==> src/sv/svdp_pkg.sv <==
// Shared types, codes and float helpers for the sparse vector dot product block.
package svdp_pkg;

    localparam int MAX_ENTRIES_DEF = 1024;
    localparam int MATCH_W         = 11;
    localparam int QUEUE_DEPTH     = 4;
    localparam int LIMIT_W         = 33;
    localparam logic [LIMIT_W-1:0] LIMIT_RESET = 33'h1_0000_0000;

    localparam logic [1:0] OP_FIRST  = 2'd0;
    localparam logic [1:0] OP_SECOND = 2'd1;
    localparam logic [1:0] OP_FINISH = 2'd2;

    localparam logic [1:0] CFG_LIMIT_FIRST  = 2'd0;
    localparam logic [1:0] CFG_LIMIT_SECOND = 2'd1;

    localparam logic [31:0] FP_DEFAULT_NAN = 32'hFFC0_0000;
    localparam logic [31:0] FP_QUIET_BIT   = 32'h0040_0000;

    typedef enum logic [1:0] {
        KIND_STORE,
        KIND_MERGE,
        KIND_FINISH
    } kind_t;

    typedef struct packed {
        kind_t       kind;
        logic        fin;
        logic [31:0] idx;
        logic [31:0] val;
    } qent_t;

    typedef enum logic [2:0] {
        BK_IDLE,
        BK_READ,
        BK_CMP,
        BK_MUL,
        BK_NORM,
        BK_ROUND,
        BK_ADD,
        BK_OUT
    } bk_state_t;

    // Leading zero count of a 48-bit word.
    function automatic logic [5:0] lzc48(input logic [47:0] w);
        logic       found;
        logic [5:0] lz;
        found = 1'b0;
        lz    = '0;
        for (int i = 47; i >= 0; i--) begin
            if (!found) begin
                if (w[i]) found = 1'b1;
                else lz = lz + 6'd1;
            end
        end
        return lz;
    endfunction

    // Round to nearest even and pack. sig[26] is the leading one,
    // value = sig / 2^26 * 2^(e - 127); sig[0] carries sticky.
    function automatic logic [31:0] fp_pack(input logic s, input logic signed [11:0] e,
                                            input logic [26:0] sig);
        logic [11:0] shamt;
        logic [4:0]  sh;
        logic [7:0]  base;
        logic [58:0] ext;
        logic [26:0] sig2;
        logic [23:0] m24;
        logic        rnd;
        logic [30:0] res;
        shamt = 12'd1 - e;
        if (e <= 12'sd0) begin
            sh   = (shamt > 12'd31) ? 5'd31 : shamt[4:0];
            base = 8'd0;
        end else begin
            sh   = 5'd0;
            base = e[7:0] - 8'd1;
        end
        ext  = {sig, 32'b0} >> sh;
        sig2 = {ext[58:33], ext[32] | (|ext[31:0])};
        m24  = sig2[26:3];
        rnd  = sig2[2] & ((|sig2[1:0]) | m24[0]);
        res  = {base, 23'b0} + {7'b0, m24} + {30'b0, rnd};
        if (e >= 12'sd255) return {s, 8'hFF, 23'b0};
        return {s, res};
    endfunction

endpackage

==> src/sv/svdp_front.sv <==
// Front end: accepts stream items, applies the index limits and classifies them.
module svdp_front
    import svdp_pkg::*;
(
    input  logic               s_tvalid,
    output logic               s_tready,
    input  logic [63:0]        s_tdata,   // entry_index[31:0], entry_value[63:32]
    input  logic [1:0]         s_tuser,   // op
    input  logic               s_tlast,
    input  logic [LIMIT_W-1:0] limit_first,
    input  logic [LIMIT_W-1:0] limit_second,
    input  logic               q_full,
    output logic               q_push,
    output qent_t              q_entry
);

    logic [31:0] idx;
    logic        in_first;
    logic        in_second;
    logic        take;

    assign idx       = s_tdata[31:0];
    assign in_first  = {1'b0, idx} < limit_first;
    assign in_second = {1'b0, idx} < limit_second;
    assign s_tready  = !q_full;
    assign take      = s_tvalid && !q_full;

    always_comb begin
        q_push        = 1'b0;
        q_entry.kind  = KIND_STORE;
        q_entry.fin   = 1'b0;
        q_entry.idx   = idx;
        q_entry.val   = s_tdata[63:32];
        case (s_tuser)
            OP_FIRST: begin
                q_push = take && in_first;
            end
            OP_SECOND: begin
                // over-limit entries only matter when they close the pair
                q_entry.kind = in_second ? KIND_MERGE : KIND_FINISH;
                q_entry.fin  = s_tlast;
                q_push       = take && (in_second || s_tlast);
            end
            OP_FINISH: begin
                q_entry.kind = KIND_FINISH;
                q_entry.fin  = 1'b1;
                q_push       = take;
            end
            default: begin
                q_push = 1'b0;
            end
        endcase
    end

endmodule

==> config.mk <==
export PLATFORM = sky130hd
export DESIGN_NAME = svdp_front
export DESIGN_NICKNAME = d
export VERILOG_FILES = /design/src/sv/svdp_pkg.sv /design/src/sv/svdp_front.sv
export SDC_FILE = /design/constraint.sdc
export NUM_CORES = 1
export LEC_CHECK = 0
export BUFFER_PORTS_ARGS = -buffer_cell sky130_fd_sc_hd__buf_2
export CORE_MARGIN = 5
export CORE_UTILIZATION = 42
export DETAILED_ROUTE_END_ITERATION = 10
export PLACE_DENSITY = 0.9
export SYNTH_ARGS = -nofsm -noshare
export SYNTH_HDL_FRONTEND = slang
export SYNTH_SLANG_ARGS = --single-unit
==> constraint.sdc <==
create_clock -name vclk -period 3.16
set_clock_uncertainty 0.2 [all_clocks]
set_input_delay 0.158 -clock vclk [all_inputs]
set_output_delay 0.158 -clock vclk [all_outputs]
set_load 0.01 [all_outputs]
==> load_flow_metrics.sql <==
INSERT INTO impl_metrics (metric_group, metric, value, unit) VALUES
('outcome', 'status', 'complete, no violations', ''),
('clock_network', 'cts_hold_repair.buffers', '0', ''),
('yosys', 'syn_inst', '296', ''),
('floorplanning', 'boundaryPins', '204', ''),
('yosys', 'post_synth_and_or_nand_nor_area_fraction', '9.39', '%'),
('floorplanning', 'rows', '26', ''),
('clock_network', 'cts_setup_buffers', '0', ''),
('yosys', 'synth_fa_ha_area_share', '38.0', '%'),
('yosys', 'yosys.area.top_type', 'ha_1', ''),
('critical_path', 'critical_path.endpoint_type', 'output port', ''),
('final_layout', 'area.growth.synth_to_final', '14.2', '%'),
('power_and_ir_drop', 'comb_power_share', '100.0', '%'),
('timing', 'slew-limit-headroom', '68.6', '%'),
('timing', 'worst_pin_slew', '0.459', 'ns'),
('critical_path', 'crit_cells', '10', ''),
('global_route', 'pin_count_of_the_biggest_net_entering_global_routing', '6', ''),
('final_layout', 'drive_above_1_share', '38.4', '%'),
('global_route', 'grt.overflow.total', '0', ''),
('critical_path', 'crit_path_start', 's_tdata[2]', ''),
('power_and_ir_drop', 'seqPwrFrac', '0', '%'),
('final_layout', 'design.final.nets', '575', ''),
('power_and_ir_drop', 'power.share.clock', '0', '%'),
('final_layout', 'layout_common_cells', 'buf_2 (140), inv_1 (69), ha_1 (66)', ''),
('route', 'routedWlPerCell', '12.6', 'µm'),
('critical_path', 'critical_path_buf_inv_count', '2', ''),
('power_and_ir_drop', 'worst_ir_drop_vdd', '60.9', 'µV'),
('final_layout', 'clockBufferCount', '0', ''),
('yosys', 'ys.warnings.count', '0', ''),
('critical_path', 'path_type_of_the_worst_setup_path', 'in2out', ''),
('timing', 'hold-worst-slack', '0.116', 'ns'),
('floorplanning', 'fp.dieW', '81.9', 'µm'),
('critical_path', 'cells_traversed_along_the_worst_timing_path', 'buf_2 > ha_1 > a211o_1 > o2111ai_1 > o211ai_1 > a221o_1 > a311oi_2 > a21oi_1 > o21ai_0 > buf_2', ''),
('yosys', 'synth_compound_gate_area_share', '18.5', '%'),
('route', 'route.antenna.remaining_nets', '0', ''),
('route', 'detail_routed_via_count_per_cell', '4.91', ''),
('hold_path', 'hold_path_class', 'in2out', ''),
('timing', 'timing.final.crit_share', '78.4', '%'),
('timing', 'clock.fmax', '404', 'MHz'),
('critical_path', 'crit_path_max_incr_delay', '0.34', 'ns'),
('power_and_ir_drop', 'power_leakage', '1.67', 'nW'),
('floorplanning', 'start_util', '42.8', '%'),
('timing', 'rsz0062_at_grt', 'no', ''),
('critical_path', 'cpLargestDelayFamily', 'compound AO/OA/AOI/OAI gates', ''),
('power_and_ir_drop', 'power.share.switching', '50.2', '%'),
('timing', 'fin_max_slew_vios', '0', ''),
('critical_path', 'crit_path_frequent_cell', 'buf_2', ''),
('power_and_ir_drop', 'overall_power_after_layout', '0.000291', 'W'),
('place', 'hpwl', '5270', 'µm'),
('yosys', 'post_synth_num_cell_types', '32', ''),
('power_and_ir_drop', 'net-switching-power', '0.000146', 'W'),
('floorplanning', 'core_area', '5070', 'µm²'),
('yosys', 'ys_top_cells_by_area', 'ha_1 (38%), buf_4 (22%), inv_1 (12%), a21oi_1 (3.9%), a21o_1 (3.8%)', ''),
('critical_path', 'cp.arrival', '2.12', 'ns'),
('floorplanning', 'die-area', '6710', 'µm²'),
('yosys', 'synth-seq-area-share', '0', '%'),
('floorplanning', 'die-height', '81.9', 'µm'),
('route', 'wirelength', '5580', 'µm'),
('global_route', 'grt_usage', '15.2', '%'),
('yosys', 'syn-cell-area', '2170', 'µm²'),
('timing', 'period_minus_ws_final', '2.48', 'ns'),
('run', 'max_capacitance_violation_count', '0', ''),
('place', 'buffer_ports.inserted', '140', ''),
('critical_path', 'worst_setup_path_endpoint', 'q_push', ''),
('clock_network', 'post_cts.resized_instances', '0', ''),
('global_route', 'global_route_wire_length_before_repair', '8490', 'µm'),
('final_layout', 'nFlopsAndLatches', '0', ''),
('yosys', 'yosysTopAreaCellShare', '38.0', '%'),
('route', 'route.vias.total', '2170', ''),
('yosys', 'synthesized_net_count', '497', ''),
('power_and_ir_drop', 'cellInternalPower', '0.000145', 'W'),
('power_and_ir_drop', 'power.density', '117', 'nW/µm²');
[power by group through the flow]
stage | registers, W | logic, W | clock network (W)
after floorplan | 0 | 0.000225 | 0
after global placement | 0 | 0.000281 | 0
after detailed placement | 0 | 0.000294 | 0
after CTS | 0 | 0.000296 | 0
after global routing | 0 | 0.000338 | 0
final | 0 | 0.000291 | 0
[routing by layer]
layer	up-vias	routed length, µm	track usage, %
li1	1094	-	-
met5	-	0	0
met3	12	649	3.40
met2	119	2790	30.5
met4	0	73	2.49
met1	945	2070	16.0
[logic make-up (layout without fill, tap and decap cells)]
family          count (synthesis)  after routing
simple gates                   38             38
buf+inv                       133            209
fa+ha+maj                      66             66
compound gates                 59             59
[stage by stage]
step,setup WS (ns),area [µm²],cells,util (%)
after floorplan,1.06,2170,296,-
after global placement,0.703,2480,442,48.8
after detailed placement,0.654,2480,442,48.8
after CTS,0.647,2480,442,48.8
after global routing,0.490,2480,442,48.8
final,0.683,2480,442,48.8
[synth_stat cells, types with 2 or more instances]
cell type and number:
inv_1 69, ha_1 66, buf_4 64, a21oi_1 17, a21o_1 11, o21ai_0 10
nand2_1 8, nand4_1 7, nor2_1 7, and3_1 4, o2111ai_1 4, nand3_1 3
o21a_1 3, a2111oi_0 2, a211o_1 2, nand2b_1 2, nand4b_1 2
[worst min-delay path by stage]
stage                start     endpoint  cells after the start
2_1_floorplan       q_full     s_tready                      1
3_3_place_gp   s_tdata[43]  q_entry[11]                      0
3_5_place_dp   s_tdata[43]  q_entry[11]                      0
4_1_cts        s_tdata[43]  q_entry[11]                      0
5_1_grt        s_tdata[63]  q_entry[31]                      0
6_report       s_tdata[63]  q_entry[31]                      0
[final cells by class]
cell class	instances	area (µm²)
inverters	69	259
repair buffers	140	701
multi-input cells	163	1430
fillers	530	2600
well taps	70	87.6
(Power assumes the default switching activity.)
