`src/sv/svdp_pkg.sv`:
```
// Shared types, codes and float helpers for the sparse vector dot product block.
package svdp_pkg;

    localparam int MAX_ENTRIES_DEF = 1024;
    localparam int MATCH_W         = 11;
    localparam int QUEUE_DEPTH     = 4;
    localparam int LIMIT_W         = 33;
    localparam logic [LIMIT_W-1:0] LIMIT_RESET = 33'h1_0000_0000;

    localparam logic [1:0] OP_FIRST  = 2'd0;
    localparam logic [1:0] OP_SECOND = 2'd1;
    localparam logic [1:0] OP_FINISH = 2'd2;

    localparam logic [1:0] CFG_LIMIT_FIRST  = 2'd0;
    localparam logic [1:0] CFG_LIMIT_SECOND = 2'd1;

    localparam logic [31:0] FP_DEFAULT_NAN = 32'hFFC0_0000;
    localparam logic [31:0] FP_QUIET_BIT   = 32'h0040_0000;

    typedef enum logic [1:0] {
        KIND_STORE,
        KIND_MERGE,
        KIND_FINISH
    } kind_t;

    typedef struct packed {
        kind_t       kind;
        logic        fin;
        logic [31:0] idx;
        logic [31:0] val;
    } qent_t;

    typedef enum logic [2:0] {
        BK_IDLE,
        BK_READ,
        BK_CMP,
        BK_MUL,
        BK_NORM,
        BK_ROUND,
        BK_ADD,
        BK_OUT
    } bk_state_t;

    // Leading zero count of a 48-bit word.
    function automatic logic [5:0] lzc48(input logic [47:0] w);
        logic       found;
        logic [5:0] lz;
        found = 1'b0;
        lz    = '0;
        for (int i = 47; i >= 0; i--) begin
            if (!found) begin
                if (w[i]) found = 1'b1;
                else lz = lz + 6'd1;
            end
        end
        return lz;
    endfunction

    // Round to nearest even and pack. sig[26] is the leading one,
    // value = sig / 2^26 * 2^(e - 127); sig[0] carries sticky.
    function automatic logic [31:0] fp_pack(input logic s, input logic signed [11:0] e,
                                            input logic [26:0] sig);
        logic [11:0] shamt;
        logic [4:0]  sh;
        logic [7:0]  base;
        logic [58:0] ext;
        logic [26:0] sig2;
        logic [23:0] m24;
        logic        rnd;
        logic [30:0] res;
        shamt = 12'd1 - e;
        if (e <= 12'sd0) begin
            sh   = (shamt > 12'd31) ? 5'd31 : shamt[4:0];
            base = 8'd0;
        end else begin
            sh   = 5'd0;
            base = e[7:0] - 8'd1;
        end
        ext  = {sig, 32'b0} >> sh;
        sig2 = {ext[58:33], ext[32] | (|ext[31:0])};
        m24  = sig2[26:3];
        rnd  = sig2[2] & ((|sig2[1:0]) | m24[0]);
        res  = {base, 23'b0} + {7'b0, m24} + {30'b0, rnd};
        if (e >= 12'sd255) return {s, 8'hFF, 23'b0};
        return {s, res};
    endfunction

endpackage

```
`src/sv/svdp_queue.sv`:
```
// Small FIFO of classified items between front and back.
module svdp_queue
    import svdp_pkg::*;
(
    input  logic  aclk,
    input  logic  aresetn,
    input  logic  push,
    input  qent_t push_entry,
    output logic  full,
    input  logic  pop,
    output logic  head_valid,
    output qent_t head
);

    localparam int PTR_W = $clog2(QUEUE_DEPTH);

    qent_t            mem_reg [QUEUE_DEPTH];
    logic [PTR_W-1:0] wr_reg, wr_next;
    logic [PTR_W-1:0] rd_reg, rd_next;
    logic [PTR_W:0]   cnt_reg, cnt_next;
    logic             do_push;
    logic             do_pop;

    assign full       = cnt_reg == (PTR_W+1)'(QUEUE_DEPTH);
    assign head_valid = cnt_reg != '0;
    assign head       = mem_reg[rd_reg];
    assign do_push    = push && !full;
    assign do_pop     = pop && head_valid;

    always_comb begin
        wr_next  = do_push ? wr_reg + PTR_W'(1) : wr_reg;
        rd_next  = do_pop ? rd_reg + PTR_W'(1) : rd_reg;
        cnt_next = cnt_reg + (PTR_W+1)'(do_push) - (PTR_W+1)'(do_pop);
    end

    always_ff @(posedge aclk) begin
        if (!aresetn) begin
            wr_reg  <= '0;
            rd_reg  <= '0;
            cnt_reg <= '0;
        end else begin
            wr_reg  <= wr_next;
            rd_reg  <= rd_next;
            cnt_reg <= cnt_next;
        end
    end

    always_ff @(posedge aclk) begin
        if (do_push) mem_reg[wr_reg] <= push_entry;
    end

endmodule

```
`config.mk`:
```
export PLATFORM = sky130hd
export DESIGN_NAME = svdp_queue
export DESIGN_NICKNAME = d
export VERILOG_FILES = /design/src/sv/svdp_pkg.sv /design/src/sv/svdp_queue.sv
export SDC_FILE = /design/constraint.sdc
export NUM_CORES = 1
export LEC_CHECK = 0
export BUFFER_PORTS_ARGS = -buffer_cell sky130_fd_sc_hd__buf_2
export CAP_MARGIN = 20
export CORE_MARGIN = 3
export CORE_UTILIZATION = 57
export DETAILED_ROUTE_END_ITERATION = 6
export GPL_TIMING_DRIVEN = 0
export PLACE_DENSITY = 0.9
export SLEW_MARGIN = 20
export SYNTH_ARGS = -nofsm -noshare
export SYNTH_HDL_FRONTEND = slang
export SYNTH_SLANG_ARGS = --single-unit
```
`constraint.sdc`:
```
create_clock -name aclk -period 3.4 [get_ports aclk]
set_input_delay 0.34 -clock aclk [delete_from_list [all_inputs] [get_ports aclk]]
set_output_delay 0.34 -clock aclk [all_outputs]
set_load 0.01 [all_outputs]
```
==> results.py, run 1 <==
metrics = {
    "cts": {
        "clock_sinks": 277,
        "cts_inserted_buffers": 26,
        "ctsHoldBuffers": 0,
        "ctsResizeCount": 0,
        "clock_path_buffers": 3,
        "post_cts_buffers": 0,
        "cts_tree": "done",
        "clk_latency_ns": 0.52,
        "path_clk_slew_ns": 0.06,
        "cts_max_level": 1,
        "clockRootBuffer": "clkbuf_16",
    },
    "power_and_ir_drop": {
        "peakVddDrop_uv": 563,
        "p_leak_uw": 0.00408,
        "p_per_area_nw_per_um2": 748,
    },
    "placed_design": {
        "preCtsSetupSlack_ns": 0.821,
        "portBuffers": 138,
        "place_inst": 765,
        "dp_hpwl_mm": 11.1,
        "globalplace.congestion": 0.726,
        "placedInstanceArea_sq_um": 11200,
    },
    "cells_and_area": {
        "num-nets-final": 646,
        "diodes": 0,
        "final_common_cell": "edfxtp_1",
        "layout_common_cells": "268 x edfxtp_1, 142 x buf_2, 67 x mux4_2, 27 x clkbuf_16, 10 x clkbuf_1",
        "drive_gt1_share_pct": 44.0,
        "final_util_pct": 69.4,
        "finalInstanceArea_sq_um": 12100,
        "largest_reg_flops": 268,
        "final_cells": 813,
        "area_growth_pct": 18.5,
    },
    "synth": {
        "seq_area_frac_synth_pct": 80.9,
        "synth_top_family_by_area": "multiplexers",
        "yosys_warnings": 0,
        "synth_simple_gate_area_share_pct": 0.959,
        "syn_inst": 398,
        "synth_compound_area_share_pct": 0.172,
        "synthTopCellsByArea": "edfxtp_1 79%, mux4_2 15%, dfxtp_1 1.8%",
        "synth-xor-area-share_pct": 0.344,
        "synth_top_area_cell": "edfxtp_1",
        "muxShareOfSynthArea_pct": 15.0,
        "ys_types": 21,
        "syn-num-nets": 476,
        "netlist_area_sq_um": 10200,
        "netlist.area_leader.share_pct": 79.1,
        "avgSynthCellArea_sq_um": 25.6,
        "yosys_register_bits": 277,
        "synthAdderAreaFrac_pct": 0.935,
    },
    "route": {
        "num_vias": 4620,
        "wl_per_cell_microns": 21.7,
        "detail-route-antenna-nets": 0,
        "vias_per_cell": 5.68,
        "drt-total-wl_mm": 17.6,
        "drt_iter0_drc": 279,
        "dr.pass1.iters": 4,
        "drc": 0,
    },
    "worst_setup_path": {
        "start_kind": "flip-flop",
        "worstPathMaxFanout": 7,
        "cp-end-kind": "flip-flop",
        "crit_required_ns": 3.81,
        "crit_type": "flip-flop to flip-flop",
        "crit_arrival_ns": 3.00,
        "reg2reg_slack_ns": 0.81,
    },
    "floorplanning": {
        "core_sq_um": 17400,
        "die_y_microns": 140,
        "io_pins": 140,
        "die_area_sq_um": 19500,
        "floorplan.rows": 48,
        "die_x_microns": 140,
        "start_util_pct": 58.6,
    },
    "outcome": {
        "status": "complete, no violations",
    },
    "sta": {
        "fmax_mhz": 386,
        "hold_slack_ns": 0.0360,
        "finClkSkew_ns": 0.0163,
        "slew_headroom_pct": 57.5,
        "setup-violations-final": 0,
        "max_slew.worst_pin.slew_ns": 0.638,
        "fin_crit_ns": 2.59,
        "finalMaxSlewViolations": 0,
        "post-route-period-util_pct": 76.1,
        "worst_slack_ns": 0.812,
        "hold_violations": 0,
        "grt_setup_unrepaired": "false",
    },
    "global_routing": {
        "antenna_found_initial": 1,
        "grt_max_degree": 36,
        "grt_pass1_vias": 5013,
        "grt_first_pass_wirelength_mm": 28.0,
        "grt-ovfl-total": 0,
        "grt_usage_pct": 18.6,
    },
    "job": {
        "drv_cap": 0,
    },
    "min_path": {
        "hold_class": "input port to flip-flop",
    },
}
[worst max-delay path, stage by stage, from the launching register on]
cell,delay [ns]
dfxtp_1,0.47
nor3b_1,0.13
nor2b_1,0.14
clkbuf_1,0.31
inv_1,0.08
ha_1,0.31
inv_1,0.06
ha_1,0.14
inv_1,0.05
fa_1,0.38
xnor2_1,0.15
xnor2_1,0.12
and2_1,0.16
[synthesized netlist by cell type]
cell and instances:
fa_1 1, buf_12 4, clkbuf_1 2, xnor2_1 4, dfxtp_1 9, nor2b_1 4, inv_1 5, and2_1 7
o311ai_0 1, mux2i_1 2, nor3b_1 1, nand2_1 4, buf_6 1, buf_1 3, edfxtp_1 268, or3_1 1
ha_1 6, o31a_1 1, mux4_2 67, buf_2 4, buf_4 3
[routing by layer]
layer / vias to the layer above / wire length, microns / share of wire [%] / global-route usage [%]
li1: 2033 / - / - / -
met5: - / 7 / 0.040 / 0
met3: 30 / 1190 / 6.8 / 4.85
met2: 152 / 9060 / 51 / 32.0
met1: 2403 / 7010 / 40 / 24.1
met4: 2 / 335 / 1.9 / 4.54
[power breakdown]
| group | total (uW) | switching (uW) | internal (uW) |
|---|---|---|---|
| clock network | 2730 | 1120 | 1600 |
| logic | 2040 | 1030 | 1020 |
| registers | 4240 | 104 | 4140 |
| total | 9010 | 2250 | 6760 |
[cells by family after synthesis]
| logic type | after synthesis |
|---|---|
| AND/OR/NAND/NOR | 17 |
| AO/OA/AOI/OAI | 2 |
| multiplexers | 69 |
| buffers and inverters | 22 |
| XOR/XNOR | 4 |
| flip-flops | 277 |
| adder cells (fa/ha/maj) | 7 |
[path summary, 6_finish.rpt]
| kind | startpoint | end | cells past startpoint |
|---|---|---|---|
| setup / recovery | cnt_reg[1]$_SDFF_PN0_ | cnt_reg[2]$_SDFF_PN0_ | 12 |
| hold / removal | push_entry[17] | mem_reg[3][17]$_DFFE_PP_ | 1 |
| setup reg to reg | cnt_reg[1]$_SDFF_PN0_ | cnt_reg[2]$_SDFF_PN0_ | 12 |
| hold reg to reg | wr_reg[1]$_SDFFE_PN0P_ | wr_reg[1]$_SDFFE_PN0P_ | 2 |
[per-stage QoR]
| stage | TNS, ns | total power [uW] |
|---|---|---|
| 6_report | 0 | 9010 |
| 3_5_place_dp | 0 | 6380 |
| 4_1_cts | 0 | 9120 |
| 5_1_grt | 0 | 9420 |
| 2_1_floorplan | 0 | 5650 |
| 3_3_place_gp | -160.08 | 6300 |
[area by class of cell]
type / instances / area [sq um]
Clock inverter: 13 / 110
Multi-Input combinational cell: 99 / 1780
Buffer: 17 / 153
Clock buffer: 35 / 706
Timing Repair Buffer: 142 / 771
Inverter: 5 / 18.8
Sequential cell: 277 / 8230
Tap cell: 225 / 282
Fill cell: 1038 / 5310
Power figures use the tool's default switching activity.
==> inputs of run 2 (changes only) <==
CORE_UTILIZATION = 51   (was 57)
PLACE_DENSITY = 0.86   (was 0.9)
clock period = 2.3 ns   (was 3.4 ns; I/O delays follow)
==> run 2 against run 1 <==
Net effect: clock-buffer cell count grew 1; first-iteration DRC count grew 14%; critical endpoint unchanged; register-to-register slack lost 0.77 ns; global-route usage shrank 0.46 points.
==> results.py, run 2 (synthesis gave the netlist of run 1 again) <==
metrics = {
    "worst_setup_path": {
        "start_kind": "flip-flop",
        "worstPathMaxFanout": 6,
        "critPathMaxStageDelay_ns": 0.38,
        "crit_arrival_ns": 2.66,
        "critPathTopFamily": "adder cells",
        "crit_required_ns": 2.70,
        "critical-path-slowest-cell": "dfxtp_4",
        "cp-end-kind": "flip-flop",
        "path_buf_inv": 2,
        "crit_chain": "o31a_1 -> ha_1 -> inv_2 -> ha_2 -> inv_1 -> fa_2 -> xnor2_2 -> xnor2_1 -> and2_1",
        "crit_type": "flip-flop to flip-flop",
        "r2r-start": "cnt_reg[1]$_SDFF_PN0_",
        "setup.worst_path.start": "cnt_reg[1]$_SDFF_PN0_",
    },
    "sta": {
        "fmax_mhz": 444,
        "grt_setup_unrepaired": "true",
        "slew_headroom_pct": 59.2,
        "setup-violations-final": 0,
        "finalMaxSlewViolations": 0,
        "fin_crit_ns": 2.25,
        "hold_violations": 0,
        "post-route-period-util_pct": 98.0,
        "finClkSkew_ns": 0.00971,
        "max_slew.worst_pin.slew_ns": 0.611,
    },
    "power_and_ir_drop": {
        "finalPower_uw": 13700,
        "p_per_area_nw_per_um2": 1070,
        "p_leak_uw": 0.00439,
        "peakVddDrop_uv": 724,
    },
    "cts": {
        "cts_max_level": 1,
        "cts_inserted_buffers": 27,
        "cts_tree": "done",
        "path_clk_slew_ns": 0.06,
        "clockRootBuffer": "clkbuf_16",
        "clock_path_buffers": 3,
        "clock_sinks": 277,
        "clk_latency_ns": 0.51,
    },
    "cells_and_area": {
        "final_cells": 921,
        "diodes": 0,
        "layout_common_cells": "268 x edfxtp_1, 139 x buf_2, 67 x mux4_2, 67 x dlygate4sd3_1, 27 x clkbuf_16",
        "largest_reg_flops": 268,
        "drive_gt1_share_pct": 41.8,
        "final_common_cell": "edfxtp_1",
        "num-nets-final": 714,
        "area_growth_pct": 26.3,
    },
    "route": {
        "drc": 0,
        "vias_per_cell": 5.37,
        "drt_iter0_drc": 319,
        "dr.pass1.iters": 5,
        "detail-route-antenna-nets": 0,
        "num_vias": 4943,
        "wl_per_cell_microns": 21.0,
        "drt-total-wl_mm": 19.3,
    },
    "placed_design": {
        "place_inst": 805,
        "portBuffers": 138,
        "globalplace.congestion": 0.792,
        "dp_hpwl_mm": 11.3,
    },
    "global_routing": {
        "busiest_layer": "met2",
        "antenna_found_initial": 0,
        "grt_pass1_vias": 5509,
        "use_met3_pct": 3.27,
        "grt_usage_pct": 18.1,
        "grt-ovfl-total": 0,
        "grt_max_degree": 39,
        "grt_first_pass_wirelength_mm": 30.4,
        "grtUsageMet1_pct": 23.4,
        "grt_util_met2_pct": 31.8,
    },
    "outcome": {
        "status": "complete, no violations",
    },
    "min_path": {
        "hold_class": "input port to flip-flop",
        "hp-start": "aresetn",
    },
    "floorplanning": {
        "io_pins": 140,
        "start_util_pct": 52.1,
        "core_sq_um": 19500,
        "die_area_sq_um": 21700,
        "die_x_microns": 147,
        "die_y_microns": 147,
        "floorplan.rows": 51,
    },
    "job": {
        "drv_cap": 0,
    },
}
==> run 2: changes by cell type in the layout (fill, tap and decap cells not counted), sizes merged <==
cell	before	now
dlygate4sd3	0	67
clkbuf	37	40
buf	157	155
bufinv	2	3
clkinvlp	1	0
==> run 2: what timing repair did <==
item / 4_1_cts / 5_1_grt
hold endpoints to repair: 268 / 0
setup buffers: 1 / 0
endpoints found under the setup margin: 140 / 46
hold buffers: 67 / 0
pin swaps: 0 / 2
gates resized for setup: 8 / 12
==> run 2: report_power, final <==
group          total [uW]  internal [uW]  leakage, uW  switching, uW
Sequential           6300           6130      0.00253            170
Combinational        3210           1630      0.00145           1580
Clock                4190           2490     0.000415           1700
==> run 2: worst paths after layout <==
| path | end | slack (ns) | cells past startpoint |
|---|---|---|---|
| min | wr_reg[1]$_SDFFE_PN0P_ | 0.13 | 3 |
| max | cnt_reg[2]$_SDFF_PN0_ | 0.05 | 9 |
| min reg2reg | wr_reg[1]$_SDFFE_PN0P_ | 0.51 | 2 |
| max reg2reg | cnt_reg[2]$_SDFF_PN0_ | 0.05 | 9 |
==> run 2: cell type report <==
class                           instances  area [sq um]
Timing Repair Buffer                  210          1450
Buffer                                 16           163
Clock inverter                         13           135
Clock buffer                           36           709
Multi-Input combinational cell         99          1810
Tap cell                              265           332
Fill cell                            1276          6670
Inverter                                5          18.8
Sequential cell                       277          8240
==> run 2: metrics by stage <==
step	setup slack, ns	hold WS [ns]	util (%)	cell area, sq um	setup TNS [ns]
floorplan	0.0284	0.329	-	10200	0
global placement	-0.497	0.439	57.4	11200	-131.07
detailed placement	-0.306	0.447	57.8	11300	-1.46
CTS	-0.00949	0.100	65.7	12800	-0.00949
global route	-0.0571	0.135	65.8	12900	-0.0571
finish	0.0466	0.126	65.8	12900	0
==> run 2: per-layer routing <==
layer  share of wire [%]  wire (microns)
met1                  39            7500
met2                  53           10300
met3                 5.0             970
met4                 2.9             561
met5                   0               0
==> run 2: tightest hold or removal path, delay by kind of cell <==
kind,cells,cell delay [ns]
buffers and inverters,1,0.19
AND/OR/NAND/NOR,1,0.12
multiplexers,1,0.05
==> inputs of run 3 (changes only) <==
CAP_MARGIN = default   (was 20)
CELL_PAD_IN_SITES_DETAIL_PLACEMENT = 1   (was default)
CELL_PAD_IN_SITES_GLOBAL_PLACEMENT = 1   (was default)
CORE_UTILIZATION = 45   (was 51)
REMOVE_ABC_BUFFERS = 1   (was default)
==> run 3 against run 2 <==
Net effect: global-route usage decreased by 0.15 points; final cell count increased by 1.8%; total power increased by 7.6%; critical endpoint unchanged; die area increased by 13%; clock power increased by 25%; fmax increased by 1.6%; clock skew decreased by 0.0019 ns; critical path depth increased by 2; cell area increased by 2.2%; hold slack improved by 0.087 ns; via count increased by 0.69%.
==> results.py, run 3 (synthesis gave the netlist of run 1 again) <==
metrics = {
    "global_routing": {
        "grt_pass1_vias": 5744,
        "grt_first_pass_wirelength_mm": 33.4,
        "grt_max_degree": 43,
        "antenna_found_initial": 1,
        "grt-ovfl-total": 0,
        "grt_usage_pct": 17.9,
    },
    "placed_design": {
        "portBuffers": 139,
        "globalplace.congestion": 0.684,
        "place_inst": 807,
        "dp_hpwl_mm": 12.3,
    },
    "cells_and_area": {
        "drive_gt1_share_pct": 42.5,
        "final_util_pct": 59.6,
        "num-nets-final": 710,
        "final_cells": 938,
        "seqCellArea_sq_um": 8240,
        "area_growth_pct": 29.1,
        "final_common_cell": "edfxtp_1",
        "largest_reg_flops": 268,
        "n_fill_cell": 1854,
        "layout_common_cells": "268 x edfxtp_1, 139 x buf_2, 68 x dlygate4sd3_1, 67 x mux4_2, 31 x clkbuf_16",
        "multi_input_area_sq_um": 1810,
    },
    "floorplanning": {
        "die_x_microns": 156,
        "core_sq_um": 22000,
        "die_y_microns": 156,
        "die_area_sq_um": 24400,
        "start_util_pct": 46.2,
        "io_pins": 140,
        "floorplan.rows": 54,
    },
    "outcome": {
        "status": "complete, no violations",
    },
    "route": {
        "drt-total-wl_mm": 21.6,
        "drc": 0,
        "dr.pass1.iters": 4,
        "drt_iter0_drc": 276,
        "wl_per_cell_microns": 23.0,
        "detail-route-antenna-nets": 0,
        "vias_per_cell": 5.31,
        "num_vias": 4977,
    },
    "worst_setup_path": {
        "crit_required_ns": 2.72,
        "worstPathMaxFanout": 5,
        "crit_arrival_ns": 2.64,
        "crit_type": "flip-flop to flip-flop",
        "start_kind": "flip-flop",
        "cp-end-kind": "flip-flop",
    },
    "power_and_ir_drop": {
        "netSwitchingPower_uw": 3690,
        "peakVddDrop_uv": 750,
        "clkPwrFrac_pct": 35.5,
        "intPower_uw": 11000,
        "p_leak_uw": 0.00450,
        "p_per_area_nw_per_um2": 1120,
        "swShare_pct": 25.0,
        "pwr-share-comb_pct": 21.5,
        "p_seq_share_pct": 43.1,
    },
    "sta": {
        "setup-violations-final": 0,
        "grt_setup_unrepaired": "false",
        "post-route-period-util_pct": 96.5,
        "fmax_mhz": 451,
        "hold_violations": 0,
        "max_slew.worst_pin.slew_ns": 0.503,
        "fin_crit_ns": 2.22,
        "finalMaxSlewViolations": 0,
        "slew_headroom_pct": 66.5,
        "finClkSkew_ns": 0.00782,
    },
    "cts": {
        "cts_inserted_buffers": 30,
        "clock_path_buffers": 3,
        "clockRootBuffer": "clkbuf_16",
        "cts_tree": "done",
        "clock_sinks": 277,
        "cts_max_level": 1,
        "path_clk_slew_ns": 0.06,
        "clk_latency_ns": 0.54,
    },
    "job": {
        "drv_cap": 0,
    },
    "min_path": {
        "hold_class": "input port to flip-flop",
    },
}
[run 3: layout make-up]
cell class / instances / share of cell area [%]
Inverter: 5 / 0.143
Multi-Input combinational cell: 99 / 13.8
Sequential cell: 277 / 62.8
Clock buffer: 31 / 5.91
Tap cell: 280 / 2.67
Timing Repair Buffer: 219 / 12.2
Clock inverter: 25 / 2.50
Antenna cell: 2 / 0.0381
[run 3: routing by layer]
| layer | share of wire [%] | up-vias | track usage [%] |
|---|---|---|---|
| met1 | 39 | 2632 | 22.3 |
| li1 | - | 2159 | - |
| met5 | 0 | - | 0 |
| met4 | 1.6 | 0 | 4.04 |
| met3 | 4.0 | 31 | 2.85 |
| met2 | 55 | 155 | 33.3 |
[run 3: worst paths after layout]
kind	startpoint	end	slack, ns	cells past startpoint
setup / recovery	cnt_reg[2]$_SDFF_PN0_	cnt_reg[2]$_SDFF_PN0_	0.08	11
hold / removal	pop	rd_reg[0]$_SDFFE_PN0P_	0.21	4
setup reg to reg	cnt_reg[2]$_SDFF_PN0_	cnt_reg[2]$_SDFF_PN0_	0.08	11
hold reg to reg	wr_reg[0]$_SDFFE_PN0P_	wr_reg[0]$_SDFFE_PN0P_	0.52	2
[run 3: repair_timing]
action,CTS,global route
hold endpoints to repair,272,0
setup endpoints to repair,234,1
setup buffers,3,2
resized for setup,5,4
hold buffers,68,0
[run 3: through the flow]
stage / hold slack (ns) / instance area [sq um] / power, uW / worst slack (ns) / TNS [ns]
after floorplan: 0.329 / 10000 / 8240 / -1.46 / -268.74
after global placement: 0.440 / 11100 / 9070 / -2.74 / -678.33
after detailed placement: 0.448 / 11300 / 9460 / -0.505 / -19.19
after CTS: 0.178 / 13100 / 14900 / 0.0128 / 0
after global routing: 0.222 / 13100 / 15400 / 0.00921 / 0
final: 0.213 / 13100 / 14700 / 0.0813 / 0
[run 3: worst max-delay path, stage by stage (launching register included)]
cell,delay [ns]
dfxtp_2,0.39
nor3b_4,0.27
nor2b_2,0.09
inv_1,0.07
ha_1,0.23
inv_1,0.06
ha_1,0.13
inv_1,0.07
fa_2,0.38
xnor2_2,0.15
xnor2_1,0.12
and2_1,0.15
[run 3: power groups by stage]
stage               registers (uW)  clock network [uW]  logic [uW]
detailed placement            6490                   0        2970
finish                        6350                5230        3170
CTS                           6340                5330        3200
floorplan                     6600                   0        1640
global placement              6710                   0        2370
global route                  6390                5560        3420
